[src/sv/lgs_pkg.sv]
package lgs_pkg;

    localparam int ROW_BITS    = 64;
    localparam int MAX_ROWS    = 4096;
    localparam int COUNT_W     = $clog2(MAX_ROWS + 1);
    localparam int IDX_W       = 12;
    localparam int WID_W       = 7;
    localparam int COL_W       = $clog2(ROW_BITS);
    localparam int MIN_WIDTH   = 3;
    localparam int FIFO_DEPTH  = 4;
    localparam int PTR_W       = $clog2(FIFO_DEPTH);
    localparam int CNT_W       = $clog2(FIFO_DEPTH + 1);
    localparam int MAX_PUSH    = 3;
    localparam int PUSH_W      = $clog2(MAX_PUSH + 1);

    typedef logic [ROW_BITS-1:0] row_t;
    typedef logic [WID_W-1:0]    width_t;

    typedef struct packed {
        logic [ROW_BITS-1:0] row_cells;
        logic                last_row;
    } in_t;

    typedef struct packed {
        logic [IDX_W-1:0]    row_index;
        logic [ROW_BITS-1:0] next_cells;
        logic                last_result;
        logic                error;
    } out_t;

    // Results written into the queue together, item 0 first
    typedef struct packed {
        logic [PUSH_W-1:0]      count;
        out_t [MAX_PUSH-1:0]    items;
    } push_t;

    function automatic row_t col_mask(input width_t w);
        row_t m;
        for (int i = 0; i < ROW_BITS; i++)
        begin
            m[i] = (WID_W'(i) < w);
        end
        return m;
    endfunction

endpackage

[src/sv/lgs_cell_lane.sv]
module lgs_cell_lane (
    input  logic [2:0] above_win,
    input  logic [2:0] mid_win,
    input  logic [2:0] below_win,
    output logic       alive
);
    logic [3:0] nsum;

    // Window bits: 0 left, 1 centre, 2 right; the centre cell itself is not counted
    assign nsum = 4'(above_win[0]) + 4'(above_win[1]) + 4'(above_win[2])
                + 4'(mid_win[0]) + 4'(mid_win[2])
                + 4'(below_win[0]) + 4'(below_win[1]) + 4'(below_win[2]);

    assign alive = (nsum == 4'd3) || (mid_win[1] && (nsum == 4'd2));

endmodule

[src/sv/lgs_row_eval.sv]
module lgs_row_eval (
    input  lgs_pkg::row_t   above,
    input  lgs_pkg::row_t   mid,
    input  lgs_pkg::row_t   below,
    input  lgs_pkg::width_t width,
    output lgs_pkg::row_t   cells
);
    import lgs_pkg::*;

    width_t            last_w;
    logic [COL_W-1:0]  last_col;
    row_t              lane_alive;

    assign last_w   = width - WID_W'(1);
    assign last_col = last_w[COL_W-1:0];

    for (genvar c = 0; c < ROW_BITS; c++)
    begin : g_lane
        logic [2:0] a_win;
        logic [2:0] m_win;
        logic [2:0] b_win;

        if (c == 0)
        begin : g_left_wrap
            assign a_win[0] = above[last_col];
            assign m_win[0] = mid[last_col];
            assign b_win[0] = below[last_col];
        end
        else
        begin : g_left
            assign a_win[0] = above[c-1];
            assign m_win[0] = mid[c-1];
            assign b_win[0] = below[c-1];
        end

        assign a_win[1] = above[c];
        assign m_win[1] = mid[c];
        assign b_win[1] = below[c];

        if (c == ROW_BITS - 1)
        begin : g_right_wrap
            assign a_win[2] = above[0];
            assign m_win[2] = mid[0];
            assign b_win[2] = below[0];
        end
        else
        begin : g_right
            // wrap to column 0 when this lane is the last column in use
            logic at_edge;
            assign at_edge  = (width == WID_W'(c + 1));
            assign a_win[2] = at_edge ? above[0] : above[c+1];
            assign m_win[2] = at_edge ? mid[0]   : mid[c+1];
            assign b_win[2] = at_edge ? below[0] : below[c+1];
        end

        lgs_cell_lane u_lane (
            .above_win (a_win),
            .mid_win   (m_win),
            .below_win (b_win),
            .alive     (lane_alive[c])
        );
    end

    // Merge the lanes and drop columns beyond the wrap point
    assign cells = lane_alive & col_mask(width);

endmodule

[src/sv/lgs_result_fifo.sv]
module lgs_result_fifo (
    input  logic           clk,
    input  logic           rst_n,
    input  lgs_pkg::push_t push,
    output logic           space,
    output logic           res_valid,
    input  logic           res_ready,
    output lgs_pkg::out_t  res_data
);
    import lgs_pkg::*;

    out_t              entries_reg [FIFO_DEPTH];
    out_t              entries_next [FIFO_DEPTH];
    logic [PTR_W-1:0]  wr_ptr_reg;
    logic [PTR_W-1:0]  wr_ptr_next;
    logic [PTR_W-1:0]  rd_ptr_reg;
    logic [PTR_W-1:0]  rd_ptr_next;
    logic [CNT_W-1:0]  count_reg;
    logic [CNT_W-1:0]  count_next;
    logic              pop;

    assign pop       = res_valid && res_ready;
    assign res_valid = (count_reg != '0);
    assign res_data  = entries_reg[rd_ptr_reg];
    assign space     = (count_reg <= CNT_W'(FIFO_DEPTH - MAX_PUSH));

    for (genvar i = 0; i < FIFO_DEPTH; i++)
    begin : g_entry
        logic [PTR_W-1:0] offset;
        assign offset = PTR_W'(i) - wr_ptr_reg;

        always_comb
        begin
            entries_next[i] = entries_reg[i];
            if (PUSH_W'(offset) < push.count)
            begin
                entries_next[i] = push.items[offset];
            end
        end
    end

    always_comb
    begin
        wr_ptr_next = wr_ptr_reg + PTR_W'(push.count);
        rd_ptr_next = rd_ptr_reg + PTR_W'(pop);
        count_next  = count_reg + CNT_W'(push.count) - CNT_W'(pop);
    end

    always_ff @(posedge clk)
    begin
        for (int i = 0; i < FIFO_DEPTH; i++)
        begin
            entries_reg[i] <= entries_next[i];
        end
    end

    always_ff @(posedge clk or negedge rst_n)
    begin
        if (!rst_n)
        begin
            wr_ptr_reg <= '0;
            rd_ptr_reg <= '0;
            count_reg  <= '0;
        end
        else
        begin
            wr_ptr_reg <= wr_ptr_next;
            rd_ptr_reg <= rd_ptr_next;
            count_reg  <= count_next;
        end
    end

`ifndef SYNTHESIS
    a_count_bound: assert property (@(posedge clk) disable iff (!rst_n)
        count_reg <= CNT_W'(FIFO_DEPTH))
        else $error("result queue overfilled");

    a_pop_only: assert property (@(posedge clk) disable iff (!rst_n)
        (pop && push.count == '0) |=> (count_reg == $past(count_reg) - CNT_W'(1)))
        else $error("result queue count did not drop on a lone pop");
`endif

endmodule

[src/sv/life_generation_step.sv]
// Streaming toroidal life step (B3/S23): send the rows of a frame in order,
// marking the final one with last_row; after row k arrives the next generation
// of row k-1 comes out, and the last row releases rows N-2, N-1 and then 0
// (flagged last_result). Each row is worked out combinationally by one lane per
// column, so rows are taken one per clock while the queue has room; results
// leave through a four-entry queue, and a last row, which queues three results,
// holds row_ready low while they drain. grid_width, written on cfg_wdata, sets
// the column wrap point (clamped to 3..64); columns above it read and come out
// as zero. A frame of fewer than three rows, or more than 4096, ends with a
// single result flagged error and last_result. Write grid_width only while
// the block is idle.
module life_generation_step (
    input  logic           clk,
    input  logic           rst_n,
    input  logic           row_valid,
    output logic           row_ready,
    input  lgs_pkg::in_t   row_data,
    output logic           res_valid,
    input  logic           res_ready,
    output lgs_pkg::out_t  res_data,
    input  logic           cfg_we,
    input  logic [6:0]     cfg_wdata
);
    import lgs_pkg::*;

    width_t              width_reg;
    width_t              width_next;
    row_t                first_row_reg;
    row_t                first_row_next;
    row_t                second_row_reg;
    row_t                second_row_next;
    row_t                older_row_reg;
    row_t                older_row_next;
    row_t                previous_row_reg;
    row_t                previous_row_next;
    logic [COUNT_W-1:0]  rows_seen_reg;
    logic [COUNT_W-1:0]  rows_seen_next;

    logic                accept;
    row_t                row_m;
    row_t                cells_a;
    row_t                cells_b;
    row_t                cells_c;
    logic [COUNT_W-1:0]  k_prev;
    logic                overrun;
    push_t               push;
    out_t                err_item;

    assign accept  = row_valid && row_ready;
    assign row_m   = row_data.row_cells & col_mask(width_reg);
    assign k_prev  = rows_seen_reg - COUNT_W'(1);
    assign overrun = (rows_seen_reg >= COUNT_W'(MAX_ROWS));

    // Row k-1 from rows k-2, k-1, k
    lgs_row_eval u_eval_a (
        .above (older_row_reg),
        .mid   (previous_row_reg),
        .below (row_m),
        .width (width_reg),
        .cells (cells_a)
    );

    // Last row, wrapping down to row 0
    lgs_row_eval u_eval_b (
        .above (previous_row_reg),
        .mid   (row_m),
        .below (first_row_reg),
        .width (width_reg),
        .cells (cells_b)
    );

    // Row 0, wrapping up to the last row
    lgs_row_eval u_eval_c (
        .above (row_m),
        .mid   (first_row_reg),
        .below (second_row_reg),
        .width (width_reg),
        .cells (cells_c)
    );

    always_comb
    begin
        err_item.row_index   = '0;
        err_item.next_cells  = '0;
        err_item.last_result = 1'b1;
        err_item.error       = 1'b1;
    end

    always_comb
    begin
        width_next = width_reg;
        if (cfg_we)
        begin
            priority if (cfg_wdata > WID_W'(ROW_BITS))
                width_next = WID_W'(ROW_BITS);
            else if (cfg_wdata < WID_W'(MIN_WIDTH))
                width_next = WID_W'(MIN_WIDTH);
            else
                width_next = cfg_wdata;
        end
    end

    always_comb
    begin
        first_row_next    = first_row_reg;
        second_row_next   = second_row_reg;
        older_row_next    = older_row_reg;
        previous_row_next = previous_row_reg;
        rows_seen_next    = rows_seen_reg;

        push.count                   = '0;
        push.items                   = '0;
        push.items[0].row_index      = k_prev[IDX_W-1:0];
        push.items[0].next_cells     = cells_a;
        push.items[1].row_index      = rows_seen_reg[IDX_W-1:0];
        push.items[1].next_cells     = cells_b;
        push.items[2].next_cells     = cells_c;
        push.items[2].last_result    = 1'b1;

        if (accept)
        begin
            priority if (overrun || (row_data.last_row && rows_seen_reg < COUNT_W'(2)))
            begin
                // Drop rows past the limit; close a bad frame with one error result
                if (row_data.last_row)
                begin
                    push.count     = PUSH_W'(1);
                    push.items[0]  = err_item;
                    rows_seen_next = '0;
                end
            end
            else if (row_data.last_row)
            begin
                push.count     = PUSH_W'(3);
                rows_seen_next = '0;
            end
            else
            begin
                priority if (rows_seen_reg == COUNT_W'(0))
                    first_row_next = row_m;
                else if (rows_seen_reg == COUNT_W'(1))
                    second_row_next = row_m;
                else
                    push.count = PUSH_W'(1);
                older_row_next    = previous_row_reg;
                previous_row_next = row_m;
                rows_seen_next    = rows_seen_reg + COUNT_W'(1);
            end
        end
    end

    lgs_result_fifo u_fifo (
        .clk       (clk),
        .rst_n     (rst_n),
        .push      (push),
        .space     (row_ready),
        .res_valid (res_valid),
        .res_ready (res_ready),
        .res_data  (res_data)
    );

    always_ff @(posedge clk or negedge rst_n)
    begin
        if (!rst_n)
        begin
            width_reg        <= WID_W'(ROW_BITS);
            first_row_reg    <= '0;
            second_row_reg   <= '0;
            older_row_reg    <= '0;
            previous_row_reg <= '0;
            rows_seen_reg    <= '0;
        end
        else
        begin
            width_reg        <= width_next;
            first_row_reg    <= first_row_next;
            second_row_reg   <= second_row_next;
            older_row_reg    <= older_row_next;
            previous_row_reg <= previous_row_next;
            rows_seen_reg    <= rows_seen_next;
        end
    end

`ifndef SYNTHESIS
    a_err_shape: assert property (@(posedge clk) disable iff (!rst_n)
        (res_valid && res_data.error) |->
            (res_data.last_result && res_data.next_cells == '0 && res_data.row_index == '0))
        else $error("error result is not a bare closing transaction");

    a_count_sat: assert property (@(posedge clk) disable iff (!rst_n)
        rows_seen_reg <= COUNT_W'(MAX_ROWS))
        else $error("row count ran past its limit");

    a_frame_restart: assert property (@(posedge clk) disable iff (!rst_n)
        (accept && row_data.last_row) |=> (rows_seen_reg == '0))
        else $error("frame did not restart after its last row");
`endif

endmodule

[config.mk]
export PLATFORM = sky130hd
export DESIGN_NAME = life_generation_step
export DESIGN_NICKNAME = d
export VERILOG_FILES = /design/src/sv/lgs_pkg.sv /design/src/sv/lgs_cell_lane.sv /design/src/sv/lgs_row_eval.sv /design/src/sv/lgs_result_fifo.sv /design/src/sv/life_generation_step.sv
export SDC_FILE = /design/constraint.sdc
export NUM_CORES = 2
export LEC_CHECK = 0
export ABC_AREA = 1
export BUFFER_PORTS_ARGS = -buffer_cell sky130_fd_sc_hd__buf_2
export CAP_MARGIN = 5
export CORE_MARGIN = 2
export CORE_UTILIZATION = 30
export DETAILED_ROUTE_END_ITERATION = 8
export GPL_TIMING_DRIVEN = 0
export PLACE_DENSITY_LB_ADDON = 0.25
export SETUP_SLACK_MARGIN = 0.05
export SYNTH_ARGS = -nofsm -noshare
export SYNTH_HDL_FRONTEND = slang
export SYNTH_SLANG_ARGS = --single-unit
[constraint.sdc]
create_clock -name clk -period 7.4 [get_ports clk]
set_input_delay 1.48 -clock clk [delete_from_list [all_inputs] [get_ports clk]]
set_output_delay 1.48 -clock clk [all_outputs]
set_load 0.01 [all_outputs]
# After elaboration in Yosys (flattened, before gate mapping)

Memory sizes are Yosys's and may differ from the RTL's.
Cells that the tools add are included.
Widths: inputs -> output; s select.

Flip-flop bits (word level): 283
Memory bits (writable): 312
Bits of input ports: 77
Output and inout bits: 80
Word-level logic and storage cells: 2648
Memories: 1

$add $sub $neg: 1355
$lt $le $gt $ge: 78
Eq/ne operators: 453
Multiplexer cells: 351
Bitwise logic cells: 7
Reductions and logical operators: 394

Memory list:

| memory             | words | width | rd ports | clocked after memory_dff | write ports | line                  | text |
|---|---|---|---|---|---|---|---|
| u_fifo.entries_reg | 4     | 78    | 1        | 0                        | 4           | lgs_result_fifo.sv:12 | `out_t entries_reg [FIFO_DEPTH];` |

Operator list:

| cell                  | number |
|---|---|
| $add 4x1->4           | 1152 |
| $eq 4x2->1 const B    | 384 |
| $mux 78               | 11 |
| $bmux 78 s2           | 4 |
| $add 1x1->2           | 192 |
| $mux 1                | 323 |
| $and 64x64->64        | 4 |
| $eq 7x6->1 const B    | 32 |
| $lt 6x7->1 const A    | 32 |
| $logic_and 1x1->1     | 195 |
| $logic_or 1x1->1      | 193 |
| $eq 7x5->1 const B    | 16 |
| $lt 5x7->1 const A    | 16 |
| $eq 7x4->1 const B    | 8 |
| $lt 4x7->1 const A    | 8 |
| $mux 13               | 3 |
| $bmux 1 s6            | 5 |
| $eq 7x3->1 const B    | 4 |
| $lt 3x7->1 const A    | 4 |
| $eq 7x2->1 const B    | 2 |
| $lt 1x7->1 const A    | 2 |
| $lt 2x7->1 const A    | 2 |
| $mux 7                | 2 |
| $add 13x1->13 const B | 1 |
| 28 further kinds      | 43 |

# Logic depth before layout (Yosys ltp)

Word-level depth: 20
Mapped depth: 31
Depth with buffers taken out: 27

# Hierarchy

A second synthesis with hierarchy kept.

Cell total of the unflattened synthesis: 12782
Area, all modules: 84957.7 um2

Modules (own cells, without submodules):

| module               | times used | cells an instance | area an instance (um2) | seq. area each (um2) |
|---|---|---|---|---|
| lgs_cell_lane        | 192        | 28                | 200.2                  | 0.0 |
| lgs_result_fifo      | 1          | 2101              | 17616.9                | 9544.2 |
| lgs_row_eval         | 3          | 1239              | 5431.5                 | 0.0 |
| life_generation_step | 1          | 1588              | 12609.6                | 6907.9 |

# Least setup slack after synthesis

OpenSTA, ideal clock, no wires.

Path type: input port to flip-flop
From: input row_data[0] in the netlist's numbering
To: memory u_fifo.entries_reg[3][0] in the netlist's numbering, enable pin
Library setup time: 0.540 ns
Data arrival time: 6.087 ns
Required time: 6.860 ns
Setup slack: 0.773 ns
Stages: 4
Path buffers: 0
Cell sequence: a31oi_1 nand3_1 ha_1 a21oi_1

RTL lines:

| item               | line                       | text |
|---|---|---|
| start: declaration | life_generation_step.sv:17 | `input lgs_pkg::in_t row_data,` |
| end: declaration   | lgs_result_fifo.sv:12      |  |

==> run_results.csv <==
group,metric,value,unit
logic_synthesis,synthTopCellsByArea,"fa_1 (23%), edfxtp_1 (14%), ha_1 (11%), dfrtp_1 (10%), inv_1 (8.9%)",
clocking,clkSinkCount,595,
route,detail_route.wl_per_cell,28.88,um
status,outcome,"complete, but fails checks",
placement,port_buffers,155,
finish,largest_reg_flops,312,
logic_synthesis,ys_types,66,
timing,worst_slew_pin_slew,1.564,ns
global_routing,antenna_found_initial,42,
clocking,post_cts_buffers,0,
route,via_per_inst,5.525,
finish,final_cell_area,0.07652,mm2
route,wirelength,339800,um
logic_synthesis,seq_area_frac_synth,24.17,%
critical_path,timing.rr.end,"u_fifo.entries_reg[2][2]",
die,die_w,480.4,um
critical_path,cp-startpoint,"width_reg[0]",
timing,slew_violations,20,
route,drtAntennaViolNets,0,
critical_path,worstSetupStartpointType,"register",
logic_synthesis,syn_inst,8387,
logic_synthesis,yosysTopAreaCellShare,22.61,%
job,maxCapViolations,4,
clocking,clkTransAtPathRegs,0.06,ns
critical_path,rr_startpoint,"width_reg[0]",
timing,rsz0062_at_grt,"no",
die,fp.dieH,480.4,um
clocking,cts_max_path_buffers,3,
die,die-area,0.2307,mm2
route,drtIter0Drc,8584,
critical_path,critPathCaptureType,"register",
status,violations,"design-rule violations, max-capacitance violations, max-slew violations, negative setup slack",
placement,finalWeightedCongestion,1.078,
critical_path,slowest_delay,1.01,ns
logic_synthesis,synth_edf_count,312,
placement,dp_hpwl,271400,um
finish,fillers,23730,
critical_path,cp_common_cell,"fa_1",
route,first_pass_iters,9,
critical_path,crit_required,7.81,ns
critical_path,critical_path.cell_chain,"buf_4 -> clkbuf_1 -> clkbuf_1 -> o21ai_0 -> o21ai_0 -> o211ai_1 -> nand3_1 -> nand3_1 -> nand2_1 -> inv_1 -> ha_1 -> inv_1 -> fa_1 -> fa_1 -> fa_1 -> fa_1 -> o211ai_1 -> nor2_1 -> o21ai_0 -> o22ai_1",
clocking,clk_latency,0.75,ns
critical_path,r2r_slack,-0.13,ns
min_path,hp-class,"register to register",
route,num_vias,65010,
min_path,hp-start,"u_fifo.count_reg[2]",
die,start_util,30.24,%
logic_synthesis,ys_ff_latch,595,
critical_path,path_buf_inv,5,
logic_synthesis,yosysMostFrequentCell,"inv_1",
clocking,cts-root-buf,"clkbuf_16",
min_path,min_path_cells,1,
timing,finalCritPeriodShare,101.8,%
placement,placed_area,0.07362,mm2
finish,drive_above_1_share,6.687,%
global_routing,grt_overflow,0,
logic_synthesis,synthArstFlopShare,47.56,%
min_path,hold_end,"u_fifo.count_reg[2]",
logic_synthesis,synth_top_area_cell,"fa_1",
timing,slew_headroom,-4.629,%
timing,setup_viol,4,
global_routing,grt_max_degree,106,
finish,nNetsFinal,10130,
logic_synthesis,synth.net_count,9828,
logic_synthesis,syn-mean-instance-area,8.117,um2
critical_path,path_max_fanout,10,
critical_path,worstPathArrival,7.94,ns
clocking,cts_tree,"built",
critical_path,critPathSlowestCell,"clkbuf_1",
timing,fin_tns_setup,-0.2432,ns
timing,fin_crit,7.532,ns
logic_synthesis,synth_area,0.06807,mm2
logic_synthesis,ys_top_cells_by_count,"inv_1 (1612), nand2_1 (1449), o21ai_0 (1027)",
route,drc_errors,8,
global_routing,grt_pass1_vias,62750,
die,io-pin-count,157,
global_routing,grt_pass1_wl,474600,um
finish,syn2layout_area_growth,12.41,%
timing,max_clock_freq,132.8,MHz
clocking,cts_made_buffers,78,
global_routing,track_usage,29.00,%
timing,setup_ws,-0.1317,ns
logic_synthesis,ys.warnings.count,0,
timing,finClkSkew,0.04277,ns
critical_path,critPathKind,"register to register",
die,num_rows,174,
critical_path,cpLargestDelayFamily,"adder cells",
die,coreArea,0.2251,mm2
critical_path,r2r_cells,20,
logic_synthesis,synth_flop_cell,"edfxtp_1",
clocking,cts_hold_buffers,0,
timing,finalHoldViolations,0,
clocking,h-tree-depth,3,
-- placed cells by master (no fill, tap or decap), drive strengths merged, types with 5 or more instances in the layout --
cell type / Yosys / layout
fa: 769 / 769
nand3: 173 / 173
a31oi: 30 / 30
edfxtp: 312 / 312
o31ai: 5 / 5
o211ai: 50 / 50
nor3: 164 / 164
o21ai: 1087 / 1087
and3: 7 / 7
ha: 595 / 595
inv: 1635 / 1639
o2111ai: 26 / 26
bufinv: 0 / 8
nand2: 1459 / 1459
clkbuf: 242 / 351
a21oi: 203 / 203
a22oi: 124 / 124
o22ai: 178 / 178
diode: 0 / 25
nor2: 697 / 697
or2: 17 / 17
dfrtp: 282 / 282
mux2i: 7 / 7
o21bai: 14 / 14
buf: 93 / 311
xor2: 16 / 16
nor4: 65 / 65
a211oi: 23 / 23
nand4: 37 / 37
nor3b: 8 / 8
nand3b: 8 / 8
o221ai: 21 / 21
a31o: 19 / 19
clkinv: 2 / 20
-- stage by stage --
stage               hold WS [ns]  utilization [%]  cells  worst slack [ns]
finish                    0.4963            33.99  11770           -0.1317
global route              0.5149            33.97  11740           0.09674
CTS                       0.5029            33.90  11730           0.04483
detailed placement        0.4908            32.70  11590            -1.449
global placement          0.4785            32.25  11530            -3.617
floorplan                 0.4625                -   8387            0.7727
-- kinds of logic (layout without fill, tap and decap cells) --
group | after synthesis | after routing | synth area share (%)
and+or+nand+nor | 2637 | 2637 | 15.99
buffers and inverters | 1972 | 2333 | 11.08
AOI/OAI and AO/OA | 1793 | 1793 | 14.86
adders and majority gates | 1364 | 1364 | 33.55
DFF | 595 | 595 | 24.17
xor gates and xnor gates | 19 | 19 | 0.2445
muxes | 7 | 7 | 0.1029
other | 0 | 25 | 0
-- layer usage --
layer  part of all wire [%]  track usage, %  up-vias
met5                  0.071               0        -
met4                    7.7           18.91       34
met3                     13           10.50     1039
met2                     41           41.49     3984
met1                     39           36.62    32080
li1                       -               -    27870
-- repair_timing --
item / 4_1_cts / 5_1_grt
pin swaps: 1 / 1
resized for setup: 17 / 51
endpoints found under the setup margin: 8 / 4
-- layout make-up --
| cell class | count | area, um2 | share of cell area, % |
|---|---|---|---|
| Antenna cell | 25 | 62.56 | 0.08175 |
| Buffer | 334 | 1506 | 1.969 |
| Clock buffer | 110 | 2183 | 2.853 |
| Clock inverter | 31 | 476.7 | 0.6229 |
| Inverter | 1637 | 6148 | 8.035 |
| Multi-Input combinational cell | 5820 | 44380 | 58.00 |
| Sequential cell | 595 | 16450 | 21.50 |
| Tap cell | 2992 | 3744 | 4.892 |
| Timing Repair Buffer | 221 | 1568 | 2.049 |
-- worst max-delay path by stage --
stage                                           end  slack, ns  cells after the start
after floorplan            u_fifo.entries_reg[3][0]       0.77                      4
after global placement    u_fifo.entries_reg[2][38]      -3.62                      8
after detailed placement   u_fifo.entries_reg[2][2]      -1.45                     24
after CTS                  u_fifo.entries_reg[2][2]       0.04                     26
after global routing       u_fifo.entries_reg[1][2]        0.1                     25
final                      u_fifo.entries_reg[2][2]      -0.13                     20
Power is left out: the tool's default activity adds up to more than one toggle a clock period on the data nets, which glitch-free logic cannot reach.
